### config.mk
export PLATFORM = sky130hd
export DESIGN_NAME = epoch_seconds_to_calendar_flat
export DESIGN_NICKNAME = d
export VERILOG_FILES = /design/src/rtl/esc_pkg.sv /design/src/rtl/esc_ifs.sv /design/src/rtl/esc_pipe_ctrl.sv /design/src/rtl/esc_day_split.sv /design/src/rtl/esc_tod_split.sv /design/src/rtl/esc_date_split.sv /design/src/rtl/epoch_seconds_to_calendar.sv /design/src/flat_wrapper.sv
export SDC_FILE = /design/constraint.sdc
export NUM_CORES = 1
export LEC_CHECK = 0
export BUFFER_PORTS_ARGS = -buffer_cell sky130_fd_sc_hd__buf_2
export CAP_MARGIN = 5
export CORE_ASPECT_RATIO = 0.5
export CORE_MARGIN = 5
export CORE_UTILIZATION = 60
export CTS_CLUSTER_DIAMETER = 50
export DETAILED_ROUTE_END_ITERATION = 16
export GPL_ROUTABILITY_DRIVEN = 0
export PLACE_DENSITY = 0.77
export SLEW_MARGIN = 20
export SYNTH_ARGS = -nofsm -noshare
export SYNTH_HDL_FRONTEND = slang
export SYNTH_SLANG_ARGS = --single-unit
export TNS_END_PERCENT = 100
### constraint.sdc
create_clock -name clock -period 13.1 [get_ports clock]
set_input_delay 0.655 -clock clock [delete_from_list [all_inputs] [get_ports clock]]
set_output_delay 0.655 -clock clock [all_outputs]
set_load 0.005 [all_outputs]
### src/rtl/esc_pkg.sv
package esc_pkg;

   // Field widths
   localparam int SecsWidth    = 32;
   localparam int YearWidth    = 7;
   localparam int MonthWidth   = 4;
   localparam int DayWidth     = 5;
   localparam int HourWidth    = 5;
   localparam int MinuteWidth  = 6;
   localparam int SecondWidth  = 6;
   localparam int WeekdayWidth = 3;

   // Internal widths
   localparam int DaysWidth    = 16;   // whole days, up to 49710
   localparam int TodWidth     = 17;   // second of day, below 86400
   localparam int MinOfDayWidth = 11;  // minute of day, below 1440
   localparam int GroupWidth   = 6;    // four-year group index
   localparam int GroupRemWidth = 11;  // day within group, below 1461
   localparam int YearRemWidth = 9;    // day within year, below 366

   // Pipeline depth
   localparam int NumStages = 6;

   // Calendar constants
   localparam int SecsPerDay    = 86400;
   localparam int SecsPerMinute = 60;
   localparam int MinsPerHour   = 60;
   localparam int DaysPerGroup  = 1461;
   localparam int DaysPerWeek   = 7;
   // 2000-01-01 was a Saturday
   localparam int FirstWeekday  = 6;
   localparam logic [DaysWidth-1:0] DaysInRange = 16'd36525;

   typedef logic [YearRemWidth-1:0] cum_day_type;

   // First day of each month within a year, plus the year length
   localparam cum_day_type CumCommon [13] = '{
      9'd0, 9'd31, 9'd59, 9'd90, 9'd120, 9'd151, 9'd181,
      9'd212, 9'd243, 9'd273, 9'd304, 9'd334, 9'd365
   };
   localparam cum_day_type CumLeap [13] = '{
      9'd0, 9'd31, 9'd60, 9'd91, 9'd121, 9'd152, 9'd182,
      9'd213, 9'd244, 9'd274, 9'd305, 9'd335, 9'd366
   };

   // First day of the second, third and fourth year of a group
   localparam logic [GroupRemWidth-1:0] YearStart1 = 11'd366;
   localparam logic [GroupRemWidth-1:0] YearStart2 = 11'd731;
   localparam logic [GroupRemWidth-1:0] YearStart3 = 11'd1096;

   // Per-stage load enables and occupancy
   typedef struct packed {
      logic [NumStages-1:0] en;
      logic [NumStages-1:0] valid;
   } pipe_ctl_type;

endpackage

### src/rtl/esc_ifs.sv
interface esc_req_if;
   import esc_pkg::*;

   logic                 valid;
   logic                 ready;
   logic [SecsWidth-1:0] seconds_count;

   modport source (output valid, output seconds_count, input ready);
   modport sink   (input valid, input seconds_count, output ready);
endinterface

interface esc_rsp_if;
   import esc_pkg::*;

   logic                    valid;
   logic                    ready;
   logic [YearWidth-1:0]    year;
   logic [MonthWidth-1:0]   month;
   logic [DayWidth-1:0]     day;
   logic [HourWidth-1:0]    hour;
   logic [MinuteWidth-1:0]  minute;
   logic [SecondWidth-1:0]  second;
   logic [WeekdayWidth-1:0] weekday;
   logic                    out_of_range;

   modport source (output valid, output year, output month, output day, output hour,
                   output minute, output second, output weekday, output out_of_range,
                   input ready);
   modport sink   (input valid, input year, input month, input day, input hour,
                   input minute, input second, input weekday, input out_of_range,
                   output ready);
endinterface

### src/rtl/esc_pipe_ctrl.sv
module esc_pipe_ctrl (
   input  logic                  clock,
   input  logic                  reset,
   input  logic                  in_valid,
   output logic                  in_ready,
   output logic                  out_valid,
   input  logic                  out_ready,
   output esc_pkg::pipe_ctl_type ctl
);
   import esc_pkg::*;

   logic [NumStages-1:0] valid_ff;
   logic [NumStages-1:0] valid_in;
   logic [NumStages-1:0] prev_valid;
   logic [NumStages:0]   ready;

   // A stage takes a new item when it is empty or its content moves on
   always_comb begin
      ready[NumStages] = out_ready;
      for (int k = NumStages - 1; k >= 0; k--) begin
         ready[k] = !valid_ff[k] || ready[k+1];
      end
      prev_valid = {valid_ff[NumStages-2:0], in_valid};
      for (int k = 0; k < NumStages; k++) begin
         valid_in[k] = ready[k] ? prev_valid[k] : valid_ff[k];
      end
      ctl.en    = ready[NumStages-1:0] & prev_valid;
      ctl.valid = valid_ff;
   end

   // Advance occupancy
   always_ff @(posedge clock) begin
      if (reset) begin
         valid_ff <= '0;
      end else begin
         valid_ff <= valid_in;
      end
   end

   assign in_ready  = ready[0];
   assign out_valid = valid_ff[NumStages-1];

   // Occupancy tracks transfers in and out exactly
   a_occupancy: assert property (@(posedge clock) disable iff (reset)
      !$past(reset) |->
         ($countones(valid_ff) + $past(int'(out_valid && out_ready))) ==
         ($past($countones(valid_ff)) + $past(int'(in_valid && in_ready))))
      else $error("pipeline occupancy does not match transfers");

   // Any empty stage lets the input side move
   a_no_false_stall: assert property (@(posedge clock) disable iff (reset)
      !(&valid_ff) |-> in_ready)
      else $error("input stalled with an empty stage");

endmodule

### src/rtl/esc_day_split.sv
module esc_day_split (
   input  logic                            clock,
   input  esc_pkg::pipe_ctl_type           ctl,
   input  logic [esc_pkg::SecsWidth-1:0]   seconds_count,
   output logic [esc_pkg::DaysWidth-1:0]   days,
   output logic [esc_pkg::TodWidth-1:0]    tod
);
   import esc_pkg::*;

   // seconds / 86400 = (seconds >> 7) / 675
   localparam int LowBits  = 7;
   localparam int DayPart  = SecsPerDay >> LowBits;
   localparam int HiWidth  = SecsWidth - LowBits;
   localparam int RecipShift = 35;
   localparam int RecipWidth = 26;
   localparam int ProdWidth  = HiWidth + RecipWidth;
   localparam logic [RecipWidth-1:0] DayRecip =
      RecipWidth'((64'd1 << RecipShift) / 64'd675);
   localparam int RemWidth = 11;

   logic [ProdWidth-1:0] est_prod;
   logic [DaysWidth-1:0] est_ff;
   logic [SecsWidth-1:0] secs_ff;
   logic [HiWidth-1:0]   hi_rem;
   logic [RemWidth-1:0]  rem;
   logic                 fix;
   logic [RemWidth-1:0]  rem_fixed;
   logic [DaysWidth-1:0] days_in;
   logic [TodWidth-1:0]  tod_in;
   logic [DaysWidth-1:0] days_ff;
   logic [TodWidth-1:0]  tod_ff;

   // Stage 1: estimate day count, low by at most one
   assign est_prod = ProdWidth'(seconds_count[SecsWidth-1:LowBits]) *
                     ProdWidth'(DayRecip);

   always_ff @(posedge clock) begin
      if (ctl.en[0]) begin
         est_ff  <= est_prod[RecipShift +: DaysWidth];
         secs_ff <= seconds_count;
      end
   end

   // Stage 2: correct the estimate and rebuild the second of day
   always_comb begin
      hi_rem    = secs_ff[SecsWidth-1:LowBits] - HiWidth'(est_ff) * HiWidth'(DayPart);
      rem       = hi_rem[RemWidth-1:0];
      fix       = rem >= RemWidth'(DayPart);
      rem_fixed = fix ? rem - RemWidth'(DayPart) : rem;
      days_in   = est_ff + DaysWidth'(fix);
      tod_in    = {rem_fixed[TodWidth-LowBits-1:0], secs_ff[LowBits-1:0]};
   end

   always_ff @(posedge clock) begin
      if (ctl.en[1]) begin
         days_ff <= days_in;
         tod_ff  <= tod_in;
      end
   end

   assign days = days_ff;
   assign tod  = tod_ff;

endmodule

### src/rtl/esc_tod_split.sv
module esc_tod_split (
   input  logic                             clock,
   input  esc_pkg::pipe_ctl_type            ctl,
   input  logic [esc_pkg::TodWidth-1:0]     tod,
   output logic [esc_pkg::HourWidth-1:0]    hour,
   output logic [esc_pkg::MinuteWidth-1:0]  minute,
   output logic [esc_pkg::SecondWidth-1:0]  second
);
   import esc_pkg::*;

   localparam int MinShift  = 17;
   localparam int MinRecipW = 12;
   localparam logic [MinRecipW-1:0] MinRecip =
      MinRecipW'((32'd1 << MinShift) / 32'd60);
   localparam int MinProdW  = TodWidth + MinRecipW;
   localparam int HourShift = 11;
   localparam int HourRecipW = 6;
   localparam logic [HourRecipW-1:0] HourRecip =
      HourRecipW'((32'd1 << HourShift) / 32'd60);
   localparam int HourProdW = MinOfDayWidth + HourRecipW;
   localparam int RemWidth  = 7;

   logic [MinProdW-1:0]      min_prod;
   logic [MinOfDayWidth-1:0] min_est_ff;
   logic [TodWidth-1:0]      tod_ff;
   logic [TodWidth-1:0]      sec_rem_wide;
   logic [RemWidth-1:0]      sec_rem;
   logic                     sec_fix;
   logic [MinOfDayWidth-1:0] mins_in;
   logic [SecondWidth-1:0]   sec_in;
   logic [MinOfDayWidth-1:0] mins_ff;
   logic [SecondWidth-1:0]   sec4_ff;
   logic [HourProdW-1:0]     hour_prod;
   logic [HourWidth-1:0]     hour_est_ff;
   logic [MinOfDayWidth-1:0] mins5_ff;
   logic [SecondWidth-1:0]   sec5_ff;
   logic [MinOfDayWidth-1:0] min_rem_wide;
   logic [RemWidth-1:0]      min_rem;
   logic                     min_fix;
   logic [HourWidth-1:0]     hour_in;
   logic [MinuteWidth-1:0]   minute_in;
   logic [HourWidth-1:0]     hour_ff;
   logic [MinuteWidth-1:0]   minute_ff;
   logic [SecondWidth-1:0]   second_ff;

   // Stage 3: estimate minute of day
   assign min_prod = MinProdW'(tod) * MinProdW'(MinRecip);

   always_ff @(posedge clock) begin
      if (ctl.en[2]) begin
         min_est_ff <= min_prod[MinShift +: MinOfDayWidth];
         tod_ff     <= tod;
      end
   end

   // Stage 4: correct minute of day, split off seconds
   always_comb begin
      sec_rem_wide = tod_ff - TodWidth'(min_est_ff) * TodWidth'(SecsPerMinute);
      sec_rem      = sec_rem_wide[RemWidth-1:0];
      sec_fix      = sec_rem >= RemWidth'(SecsPerMinute);
      mins_in      = min_est_ff + MinOfDayWidth'(sec_fix);
      sec_in       = SecondWidth'(sec_fix ? sec_rem - RemWidth'(SecsPerMinute) : sec_rem);
   end

   always_ff @(posedge clock) begin
      if (ctl.en[3]) begin
         mins_ff <= mins_in;
         sec4_ff <= sec_in;
      end
   end

   // Stage 5: estimate hour
   assign hour_prod = HourProdW'(mins_ff) * HourProdW'(HourRecip);

   always_ff @(posedge clock) begin
      if (ctl.en[4]) begin
         hour_est_ff <= hour_prod[HourShift +: HourWidth];
         mins5_ff    <= mins_ff;
         sec5_ff     <= sec4_ff;
      end
   end

   // Stage 6: correct hour, split off minutes
   always_comb begin
      min_rem_wide = mins5_ff - MinOfDayWidth'(hour_est_ff) * MinOfDayWidth'(MinsPerHour);
      min_rem      = min_rem_wide[RemWidth-1:0];
      min_fix      = min_rem >= RemWidth'(MinsPerHour);
      hour_in      = hour_est_ff + HourWidth'(min_fix);
      minute_in    = MinuteWidth'(min_fix ? min_rem - RemWidth'(MinsPerHour) : min_rem);
   end

   always_ff @(posedge clock) begin
      if (ctl.en[5]) begin
         hour_ff   <= hour_in;
         minute_ff <= minute_in;
         second_ff <= sec5_ff;
      end
   end

   assign hour   = hour_ff;
   assign minute = minute_ff;
   assign second = second_ff;

   // Time of day stays in range on every held result
   a_clock_range: assert property (@(posedge clock)
      ctl.valid[NumStages-1] |->
         (hour_ff < HourWidth'(24)) && (minute_ff < MinuteWidth'(60)) &&
         (second_ff < SecondWidth'(60)))
      else $error("time of day out of range");

endmodule

### src/rtl/esc_date_split.sv
module esc_date_split (
   input  logic                              clock,
   input  esc_pkg::pipe_ctl_type             ctl,
   input  logic [esc_pkg::DaysWidth-1:0]     days,
   output logic [esc_pkg::YearWidth-1:0]     year,
   output logic [esc_pkg::MonthWidth-1:0]    month,
   output logic [esc_pkg::DayWidth-1:0]      day,
   output logic [esc_pkg::WeekdayWidth-1:0]  weekday,
   output logic                              out_of_range
);
   import esc_pkg::*;

   localparam int GroupShift  = 27;
   localparam int GroupRecipW = 17;
   localparam logic [GroupRecipW-1:0] GroupRecip =
      GroupRecipW'((64'd1 << GroupShift) / 64'd1461);
   localparam int GroupProdW  = DaysWidth + GroupRecipW;
   localparam int WeekWidth   = DaysWidth + 1;
   localparam int WeekShift   = 17;
   localparam int WeekRecipW  = 15;
   localparam logic [WeekRecipW-1:0] WeekRecip =
      WeekRecipW'((32'd1 << WeekShift) / 32'd7);
   localparam int WeekProdW   = WeekWidth + WeekRecipW;
   localparam int WeekQuotW   = 14;
   localparam int GrRemWideW  = 12;
   localparam int WkRemW      = 4;

   logic [GroupProdW-1:0]    group_prod;
   logic [WeekWidth-1:0]     week_days;
   logic [WeekProdW-1:0]     week_prod;
   logic [GroupWidth-1:0]    group_est_ff;
   logic [WeekQuotW-1:0]     week_est_ff;
   logic [DaysWidth-1:0]     days3_ff;
   logic                     oor3_ff;

   logic [DaysWidth-1:0]     grp_rem_wide;
   logic [GrRemWideW-1:0]    grp_rem;
   logic                     grp_fix;
   logic [GroupWidth-1:0]    group_in;
   logic [GroupRemWidth-1:0] grp_rem_in;
   logic [WeekWidth-1:0]     week_days4;
   logic [WeekWidth-1:0]     wk_rem_wide;
   logic [WkRemW-1:0]        wk_rem;
   logic [WeekdayWidth-1:0]  weekday_in;
   logic [GroupWidth-1:0]    group_ff;
   logic [GroupRemWidth-1:0] grp_rem_ff;
   logic [WeekdayWidth-1:0]  weekday4_ff;
   logic                     oor4_ff;

   logic [1:0]               year_of_group;
   logic [GroupRemWidth-1:0] year_start;
   logic [GroupRemWidth-1:0] yr_rem_wide;
   logic [YearWidth:0]       year_sum;
   logic [YearWidth-1:0]     year5_ff;
   logic [YearRemWidth-1:0]  yr_rem5_ff;
   logic                     leap5_ff;
   logic [WeekdayWidth-1:0]  weekday5_ff;
   logic                     oor5_ff;

   logic [MonthWidth-1:0]    month_in;
   logic [MonthWidth-1:0]    month_prev;
   cum_day_type              month_start;
   cum_day_type              day_sum;
   logic [YearWidth-1:0]     year_ff;
   logic [MonthWidth-1:0]    month_ff;
   logic [DayWidth-1:0]      day_ff;
   logic [WeekdayWidth-1:0]  weekday_ff;
   logic                     oor_ff;

   // Stage 3: estimate four-year group and week count, flag range
   assign group_prod = GroupProdW'(days) * GroupProdW'(GroupRecip);
   assign week_days  = WeekWidth'(days) + WeekWidth'(FirstWeekday);
   assign week_prod  = WeekProdW'(week_days) * WeekProdW'(WeekRecip);

   always_ff @(posedge clock) begin
      if (ctl.en[2]) begin
         group_est_ff <= group_prod[GroupShift +: GroupWidth];
         week_est_ff  <= week_prod[WeekShift +: WeekQuotW];
         days3_ff     <= days;
         oor3_ff      <= days >= DaysInRange;
      end
   end

   // Stage 4: correct group and weekday
   always_comb begin
      grp_rem_wide = days3_ff - DaysWidth'(group_est_ff) * DaysWidth'(DaysPerGroup);
      grp_rem      = grp_rem_wide[GrRemWideW-1:0];
      grp_fix      = grp_rem >= GrRemWideW'(DaysPerGroup);
      group_in     = group_est_ff + GroupWidth'(grp_fix);
      grp_rem_in   = GroupRemWidth'(grp_fix ? grp_rem - GrRemWideW'(DaysPerGroup) : grp_rem);
      week_days4   = WeekWidth'(days3_ff) + WeekWidth'(FirstWeekday);
      wk_rem_wide  = week_days4 - WeekWidth'(week_est_ff) * WeekWidth'(DaysPerWeek);
      wk_rem       = wk_rem_wide[WkRemW-1:0];
      weekday_in   = WeekdayWidth'(wk_rem >= WkRemW'(DaysPerWeek) ?
                                   wk_rem - WkRemW'(DaysPerWeek) : wk_rem);
   end

   always_ff @(posedge clock) begin
      if (ctl.en[3]) begin
         group_ff    <= group_in;
         grp_rem_ff  <= grp_rem_in;
         weekday4_ff <= weekday_in;
         oor4_ff     <= oor3_ff;
      end
   end

   // Stage 5: pick the year within the group
   always_comb begin
      if (grp_rem_ff >= YearStart3) begin
         year_of_group = 2'd3;
         year_start    = YearStart3;
      end else if (grp_rem_ff >= YearStart2) begin
         year_of_group = 2'd2;
         year_start    = YearStart2;
      end else if (grp_rem_ff >= YearStart1) begin
         year_of_group = 2'd1;
         year_start    = YearStart1;
      end else begin
         year_of_group = 2'd0;
         year_start    = '0;
      end
      yr_rem_wide = grp_rem_ff - year_start;
      year_sum    = (YearWidth+1)'({group_ff, 2'b00}) + (YearWidth+1)'(year_of_group);
   end

   always_ff @(posedge clock) begin
      if (ctl.en[4]) begin
         year5_ff    <= year_sum[YearWidth-1:0];
         yr_rem5_ff  <= yr_rem_wide[YearRemWidth-1:0];
         leap5_ff    <= year_of_group == 2'd0;
         weekday5_ff <= weekday4_ff;
         oor5_ff     <= oor4_ff;
      end
   end

   // Stage 6: find the month from the cumulative-day table
   always_comb begin
      month_in = MonthWidth'(12);
      for (int m = 11; m >= 1; m--) begin
         if (yr_rem5_ff < (leap5_ff ? CumLeap[m] : CumCommon[m])) begin
            month_in = MonthWidth'(m);
         end
      end
      month_prev  = month_in - MonthWidth'(1);
      month_start = leap5_ff ? CumLeap[month_prev] : CumCommon[month_prev];
      day_sum     = yr_rem5_ff + YearRemWidth'(1) - month_start;
   end

   always_ff @(posedge clock) begin
      if (ctl.en[5]) begin
         year_ff    <= year5_ff;
         month_ff   <= month_in;
         day_ff     <= day_sum[DayWidth-1:0];
         weekday_ff <= weekday5_ff;
         oor_ff     <= oor5_ff;
      end
   end

   assign year         = year_ff;
   assign month        = month_ff;
   assign day          = day_ff;
   assign weekday      = weekday_ff;
   assign out_of_range = oor_ff;

   // An in-range result carries a real calendar date
   a_date_range: assert property (@(posedge clock)
      (ctl.valid[NumStages-1] && !oor_ff) |->
         (year_ff <= YearWidth'(99)) && (month_ff >= MonthWidth'(1)) &&
         (month_ff <= MonthWidth'(12)) && (day_ff != '0) &&
         (weekday_ff < WeekdayWidth'(DaysPerWeek)))
      else $error("calendar date out of range");

endmodule

### src/rtl/epoch_seconds_to_calendar.sv
// Channel  Direction  Payload
// -------  ---------  ---------------------------------------------------------
// req_ch   in         seconds_count
// rsp_ch   out        year, month, day, hour, minute, second, weekday, out_of_range
//
// Six register stages; rsp_ch.valid rises once an item has passed through all six.
// One transfer per cycle in both directions while rsp_ch.ready stays high.
// Stall: each stage holds while the next is full and stalled; bubbles collapse.
// Reset clears only the stage valid bits; no result is pending after reset.
module epoch_seconds_to_calendar (
   input logic         clock,
   input logic         reset,
   esc_req_if.sink     req_ch,
   esc_rsp_if.source   rsp_ch
);
   import esc_pkg::*;

   pipe_ctl_type            ctl;
   logic [DaysWidth-1:0]    days;
   logic [TodWidth-1:0]     tod;
   logic [YearWidth-1:0]    year;
   logic [MonthWidth-1:0]   month;
   logic [DayWidth-1:0]     day;
   logic [HourWidth-1:0]    hour;
   logic [MinuteWidth-1:0]  minute;
   logic [SecondWidth-1:0]  second;
   logic [WeekdayWidth-1:0] weekday;
   logic                    oor;

   esc_pipe_ctrl u_ctrl (
      .clock     (clock),
      .reset     (reset),
      .in_valid  (req_ch.valid),
      .in_ready  (req_ch.ready),
      .out_valid (rsp_ch.valid),
      .out_ready (rsp_ch.ready),
      .ctl       (ctl)
   );

   esc_day_split u_day_split (
      .clock         (clock),
      .ctl           (ctl),
      .seconds_count (req_ch.seconds_count),
      .days          (days),
      .tod           (tod)
   );

   esc_tod_split u_tod_split (
      .clock  (clock),
      .ctl    (ctl),
      .tod    (tod),
      .hour   (hour),
      .minute (minute),
      .second (second)
   );

   esc_date_split u_date_split (
      .clock        (clock),
      .ctl          (ctl),
      .days         (days),
      .year         (year),
      .month        (month),
      .day          (day),
      .weekday      (weekday),
      .out_of_range (oor)
   );

   // Zero every date and time field of a result beyond the end of 2099
   assign rsp_ch.year         = oor ? '0 : year;
   assign rsp_ch.month        = oor ? '0 : month;
   assign rsp_ch.day          = oor ? '0 : day;
   assign rsp_ch.hour         = oor ? '0 : hour;
   assign rsp_ch.minute       = oor ? '0 : minute;
   assign rsp_ch.second       = oor ? '0 : second;
   assign rsp_ch.weekday      = oor ? '0 : weekday;
   assign rsp_ch.out_of_range = oor;

endmodule

### src/flat_wrapper.sv
// flat-port wrapper written by rule: the top's interface ports become plain ports
module epoch_seconds_to_calendar_flat import esc_pkg::*;
  (clock, reset, req_ch_valid, req_ch_seconds_count, req_ch_ready, rsp_ch_valid, rsp_ch_year, rsp_ch_month, rsp_ch_day, rsp_ch_hour, rsp_ch_minute, rsp_ch_second, rsp_ch_weekday, rsp_ch_out_of_range, rsp_ch_ready);
  esc_req_if req_ch_i ();
  esc_rsp_if rsp_ch_i ();
  input logic clock;
  input logic reset;
  input wire logic [$bits(req_ch_i.valid)-1:0] req_ch_valid;
  input wire logic [$bits(req_ch_i.seconds_count)-1:0] req_ch_seconds_count;
  output wire logic [$bits(req_ch_i.ready)-1:0] req_ch_ready;
  output wire logic [$bits(rsp_ch_i.valid)-1:0] rsp_ch_valid;
  output wire logic [$bits(rsp_ch_i.year)-1:0] rsp_ch_year;
  output wire logic [$bits(rsp_ch_i.month)-1:0] rsp_ch_month;
  output wire logic [$bits(rsp_ch_i.day)-1:0] rsp_ch_day;
  output wire logic [$bits(rsp_ch_i.hour)-1:0] rsp_ch_hour;
  output wire logic [$bits(rsp_ch_i.minute)-1:0] rsp_ch_minute;
  output wire logic [$bits(rsp_ch_i.second)-1:0] rsp_ch_second;
  output wire logic [$bits(rsp_ch_i.weekday)-1:0] rsp_ch_weekday;
  output wire logic [$bits(rsp_ch_i.out_of_range)-1:0] rsp_ch_out_of_range;
  input wire logic [$bits(rsp_ch_i.ready)-1:0] rsp_ch_ready;
  assign req_ch_i.valid = req_ch_valid;
  assign req_ch_i.seconds_count = req_ch_seconds_count;
  assign req_ch_ready = req_ch_i.ready;
  assign rsp_ch_valid = rsp_ch_i.valid;
  assign rsp_ch_year = rsp_ch_i.year;
  assign rsp_ch_month = rsp_ch_i.month;
  assign rsp_ch_day = rsp_ch_i.day;
  assign rsp_ch_hour = rsp_ch_i.hour;
  assign rsp_ch_minute = rsp_ch_i.minute;
  assign rsp_ch_second = rsp_ch_i.second;
  assign rsp_ch_weekday = rsp_ch_i.weekday;
  assign rsp_ch_out_of_range = rsp_ch_i.out_of_range;
  assign rsp_ch_i.ready = rsp_ch_ready;
  epoch_seconds_to_calendar u_core (.clock(clock), .reset(reset), .req_ch(req_ch_i), .rsp_ch(rsp_ch_i));
endmodule
# Yosys cells after proc, flatten, opt, wreduce, memory -nomap -nowiden

Memories as Yosys holds them, arrays and structs flattened.
Cells that the tools add are included.

Order comparisons: 21
Reduce and logical (&&, ||, !) cells: 13
Multipliers: 10
Bitwise logic cells: 2
$add $sub $neg: 21
Multiplexer cells: 44

Operators by type and width:

| kind                                                                                  | count |
|---|---|
| 25-bit by 24-bit multiplier with 49-bit output, second input constant                 | 1 |
| 4-bit 2-to-1 mux                                                                      | 12 |
| 9-bit by 8-bit < comparator with 1-bit output                                         | 4 |
| 5-bit 2-to-1 mux                                                                      | 7 |
| 16-bit by 17-bit multiplier with 33-bit output, second input constant                 | 1 |
| 17-bit by 13-bit multiplier with 29-bit output, second input constant                 | 1 |
| 9-bit < comparator                                                                    | 3 |
| 9-bit 2-to-1 mux                                                                      | 3 |
| 17-bit by 9-bit multiplier with 25-bit output, second input constant                  | 1 |
| 6-bit 2-to-1 mux                                                                      | 4 |
| 11-bit by 10-bit greater-or-equal comparator with 1-bit output, second input constant | 2 |
| 9-bit by 7-bit < comparator with 1-bit output                                         | 2 |
| 16-bit by 3-bit adder with 17-bit output, second input constant                       | 1 |
| 16-bit by 1-bit adder with 16-bit output                                              | 1 |
| 16-bit greater-or-equal comparator, second input constant                             | 1 |
| 16-bit by 10-bit multiplier with 11-bit output, second input constant                 | 1 |
| 11-bit by 5-bit multiplier with 15-bit output, second input constant                  | 1 |
| 3-bit 2-to-1 mux                                                                      | 5 |
| 7-bit by 6-bit greater-or-equal comparator with 1-bit output, second input constant   | 2 |
| 14-bit by 3-bit multiplier with 4-bit output, second input constant                   | 1 |
| 7-bit subtractor                                                                      | 2 |
| 12-bit by 11-bit greater-or-equal comparator with 1-bit output, second input constant | 1 |
| 6-bit by 11-bit multiplier with 12-bit output, second input constant                  | 1 |
| 12-bit subtractor                                                                     | 1 |
| other kinds (32)                                                                      | 52 |

Output and inout bits: 39
Bits in read-only memories: 288
Input bits: 36
Bits in registers: 237
Memories: 2

Memories:

| memory          | words | width | read ports | clocked after Yosys merged registers in | write ports | line                  | RTL |
|---|---|---|---|---|---|---|---|
| (no name shown) | 16    | 9     | 1          | 0                                       | 0           | esc_date_split.sv:145 | `month_start = leap5_ff ? CumLeap[month_prev] : CumCommon[month_prev];` |
| (no name shown) | 16    | 9     | 1          | 0                                       | 0           | esc_date_split.sv:145 |  |

# Depth between registers and ports, before layout

Depth after elaboration: 20
Mapped depth: 23
Gate-level depth less buffers: 22

# Cells and area by module

A second synthesis with hierarchy kept.

Cell total of the unflattened synthesis: 2,776
Area total of the unflattened synthesis: 30,168.9 µm²

Modules (own cells, without submodules):

| module                    | times used | seq. area each (µm²) | cells each | area each (µm²) |
|---|---|---|---|---|
| esc_day_split             | 1          | 2,011.9              | 1,164      | 12,678.4 |
| esc_date_split            | 1          | 2,522.4              | 1,160      | 12,132.9 |
| esc_tod_split             | 1          | 2,102.0              | 382        | 4,799.6 |
| esc_pipe_ctrl             | 1          | 120.1                | 31         | 284.0 |
| epoch_seconds_to_calendar | 1          | 0.0                  | 39         | 274.0 |

# Worst setup path before layout

OpenSTA, ideal clock, no wires.

Path type: input to register
Start point: input req_ch_seconds_count[18]
End point: register u_core.u_day_split.est_ff[7], data pin
Path buffers: 0
Cell stages on the path: 21
Path slack: 6,814 ps
Library setup time: 258 ps
Data required time: 12,842 ps
Arrival time: 6,028 ps
Cell sequence: fa_1 > ha_1 > inv_1 > fa_1 > fa_1 > inv_1 > fa_1 > fa_1 > inv_1 > fa_1 > inv_1 > ha_1 > and4_4 > nor2b_4 > a2111oi_4 > o211a_1 > o32ai_1 > o32a_1 > a31o_1 > a21oi_2 > xnor2_1

Cells in the longest elaborated chain, start to end: 1

RTL lines:

| item                                           | line                | RTL |
|---|---|---|
| start, declared                                | flat_wrapper.sv:9   | `input wire logic [$bits(req_ch_i.seconds_count)-1:0] req_ch_seconds_count;` |
| 25-bit by 24-bit multiplier with 49-bit output | esc_day_split.sv:34 | `assign est_prod = ProdWidth'(seconds_count[SecsWidth-1:LowBits]) *` |
| named net u_core.u_day_split.est_prod[42]      | esc_day_split.sv:21 | `logic [ProdWidth-1:0] est_prod;` |
| end signal, assigned                           | esc_day_split.sv:39 | `est_ff <= est_prod[RecipShift +: DaysWidth];` |
| end, declared                                  | esc_day_split.sv:22 | `logic [DaysWidth-1:0] est_ff;` |

The timed path passes the listed nets, and every way through them passes these cells.
A chain may end at the register's enable or synchronous reset.

# Worst setup path after layout

Start point: input req_ch_seconds_count[15]
End point: register u_core.u_day_split.est_ff[13], data pin

Same word-level chain as after synthesis.

==> results.json <==
{
  "status": "complete, no violations",
  "htreeDepth": 1,
  "wire_per_inst_um": 16.26,
  "rsz0062_at_grt": "no",
  "synth_area_leaders": "ha_1, fa_1, edfxtp_1",
  "hold_viol": 0,
  "rows": 57,
  "ys.warnings.count": 0,
  "grt_start_max_net_pins": 42,
  "grt_pass1_wl_um": 95630,
  "post-route-drc-count": 0,
  "arrival_ns": 6.61,
  "dr.pass1.iters": 5,
  "mostFrequentLayoutCells": "ha_1, inv_1, fa_1",
  "antenna_found_initial": 0,
  "setup_total_negative_slack_ns": 0,
  "yosysSeqAreaShare_pct": 22.60,
  "numCtsBuffers": 26,
  "cts_resized": 0,
  "yosysTopAreaCellShare_pct": 27.79,
  "timing.final.crit_period_ns": 6.326,
  "synth_nets": 3736,
  "whs_ns": 0.2902,
  "clockBufferDepth": 3,
  "start_util_pct": 61.10,
  "synthArstFlopShare_pct": 0,
  "vias_per_cell": 5.427,
  "dieHeight_um": 167.8,
  "boundaryPins": 75,
  "syn_inst": 2703,
  "cts_tree": "built",
  "maxCapViolations": 0,
  "min_period_over_period_pct": 48.29,
  "syn-cell-area_mm2": 0.02989,
  "endpoint_kind": "flip-flop",
  "crit_path_max_fanout": 11,
  "clock.fmax_ghz": 0.1581,
  "die_area_mm2": 0.05466,
  "synth_cell_types": 95,
  "slew_violations": 0,
  "nNetsFinal": 3831,
  "drtAntennaViolNets": 0,
  "synth_top_area_cell": "ha_1",
  "mostFrequentLayoutCell": "ha_1",
  "synth_ff_type": "edfxtp_1",
  "die-width_um": 325.7,
  "relSlewSlack_pct": 29.07,
  "hold_path.class": "in -> reg",
  "diodes": 0,
  "n_fill_cell": 3723,
  "synth-edff-count": 221,
  "via_count": 18810,
  "gr-total-overflow": 0,
  "grt_pass1_vias": 19920,
  "path_clk_slew_ns": 0.06,
  "tightest_slew_ns": 1.062,
  "grt_util_all_layers_pct": 21.05,
  "syn_avg_cell_area_um2": 11.06,
  "coreArea_mm2": 0.04892,
  "ys_ff_latch": 227,
  "cp_data_required_time_ns": 13.38,
  "cts_setup_buffers": 0,
  "cts.sinks": 227,
  "skew_ns": 0.02003,
  "clk_latency_ns": 0.55,
  "wirelength_um": 56350,
  "finalSetupViolCount": 0,
  "drive_gt1_share_pct": 6.676,
  "cts-root-buf": "clkbuf_16",
  "hold_buffers": 0,
  "critPathLaunchType": "input pin",
  "hpwlAfterDp_um": 48050,
  "crit_type": "in -> reg",
  "portBuffers": 74,
  "syn_to_final_growth_pct": 7.203,
  "drt-initial-drc-count": 901
}
## per-layer routing
metal / track usage [%] / up-vias / routed length, um
li1: - / 9168 / -
met1: 28.24 / 9213 / 25410
met2: 37.23 / 340 / 27610
met3: 2.432 / 84 / 2012
met4: 4.807 / 0 / 1314
met5: 0 / - / 0
## path summary, 6_finish.rpt
check	start	endpoint	slack [ns]	cells past startpoint
worst max register to register	u_core.u_day_split.days[1]$_DFFE_PP_	u_core.u_date_split.group_est_ff[5]$_DFFE_PP_	6.78	19
worst min register to register	u_core.u_tod_split.sec4_ff[5]$_DFFE_PP_	u_core.u_tod_split.sec5_ff[5]$_DFFE_PP_	0.42	0
worst max-delay path	req_ch_seconds_count[15]	u_core.u_day_split.est_ff[13]$_DFFE_PP_	6.77	22
worst min-delay path	req_ch_seconds_count[6]	u_core.u_day_split.secs_ff[6]$_DFFE_PP_	0.29	1
## cell usage after synthesis, drive strengths merged (37+ instances only)
master,number
edfxtp,221
nand3,37
inv,629
nor2,78
nor2b,50
ha,664
xnor2,139
a21oi,83
a21o,38
o21ai,46
nand2,69
xor2,42
fa,333
## layout make-up
type / count / area (um2) / area share, %
Inverter: 629 / 2361 / 7.367
Timing Repair Buffer: 80 / 495.5 / 1.546
Clock inverter: 20 / 205.2 / 0.6403
Multi-Input combinational cell: 1834 / 20770 / 64.80
Sequential cell: 227 / 6756 / 21.08
Tap cell: 649 / 812.0 / 2.534
Clock buffer: 26 / 650.6 / 2.030
## cells by family (layout without fill, tap and decap cells)
kind of cell / count (synthesis) / in the layout / synth area share [%]
xor gates and xnor gates: 181 / 181 / 5.416
and+or+nand+nor: 341 / 341 / 5.893
AOI/OAI and AO/OA: 298 / 298 / 7.266
muxes: 17 / 17 / 0.5985
DFF: 227 / 227 / 22.60
adders and majority gates: 997 / 997 / 50.09
buffers and inverters: 642 / 755 / 8.132
## sequential cells by signal, indices dropped and copies added (netlist names), 6 cells and up
| signal | flops |
|---|---|
| u_core.u_tod_split.sec4_ff | 6 |
| u_core.u_date_split.yr_rem5_ff | 9 |
| u_core.u_date_split.group_est_ff | 6 |
| u_core.u_day_split.secs_ff | 18 |
| u_core.u_date_split.year5_ff | 7 |
| u_core.u_date_split.days3_ff | 12 |
| u_core.u_date_split.year | 7 |
| u_core.u_day_split.est_ff | 16 |
| u_core.u_tod_split.second | 6 |
| u_core.u_tod_split.sec5_ff | 6 |
| u_core.u_tod_split.tod_ff | 7 |
| u_core.u_day_split.tod | 17 |
| u_core.u_tod_split.minute | 6 |
| u_core.u_tod_split.mins_ff | 11 |
| u_core.u_tod_split.min_est_ff | 11 |
| u_core.u_day_split.days | 16 |
| u_core.u_tod_split.mins5_ff | 7 |
| u_core.u_date_split.grp_rem_ff | 11 |
| u_core.u_ctrl.valid_ff | 6 |
## metrics by stage
stage / instances / utilization [%] / area (um2) / setup slack [ns]
5_1_grt: 3465 / 65.50 / 32050 / 6.429
3_3_place_gp: 3414 / 63.51 / 31070 / 6.400
2_1_floorplan: 2703 / - / 29890 / 6.814
3_5_place_dp: 3415 / 63.57 / 31100 / 6.261
4_1_cts: 3461 / 65.32 / 31960 / 6.799
6_report: 3465 / 65.50 / 32050 / 6.774
## worst max-delay path, cell delays in order
cell       delay (ns)
buf_2            0.20
fa_1             0.45
ha_1             0.28
inv_1            0.05
fa_1             0.50
fa_1             0.54
inv_1            0.05
fa_1             0.47
fa_1             0.54
inv_1            0.06
fa_1             0.52
inv_1            0.04
ha_1             0.34
nand4_2          0.12
nor2_1           0.05
a2111oi_0        0.42
o211ai_1         0.19
a2111o_2         0.51
o221ai_2         0.23
o21ai_2          0.12
a21oi_2          0.16
xnor2_1          0.08
Power is left out: the tool's default activity adds up to more than one toggle a clock period on the data nets, which glitch-free logic cannot reach.
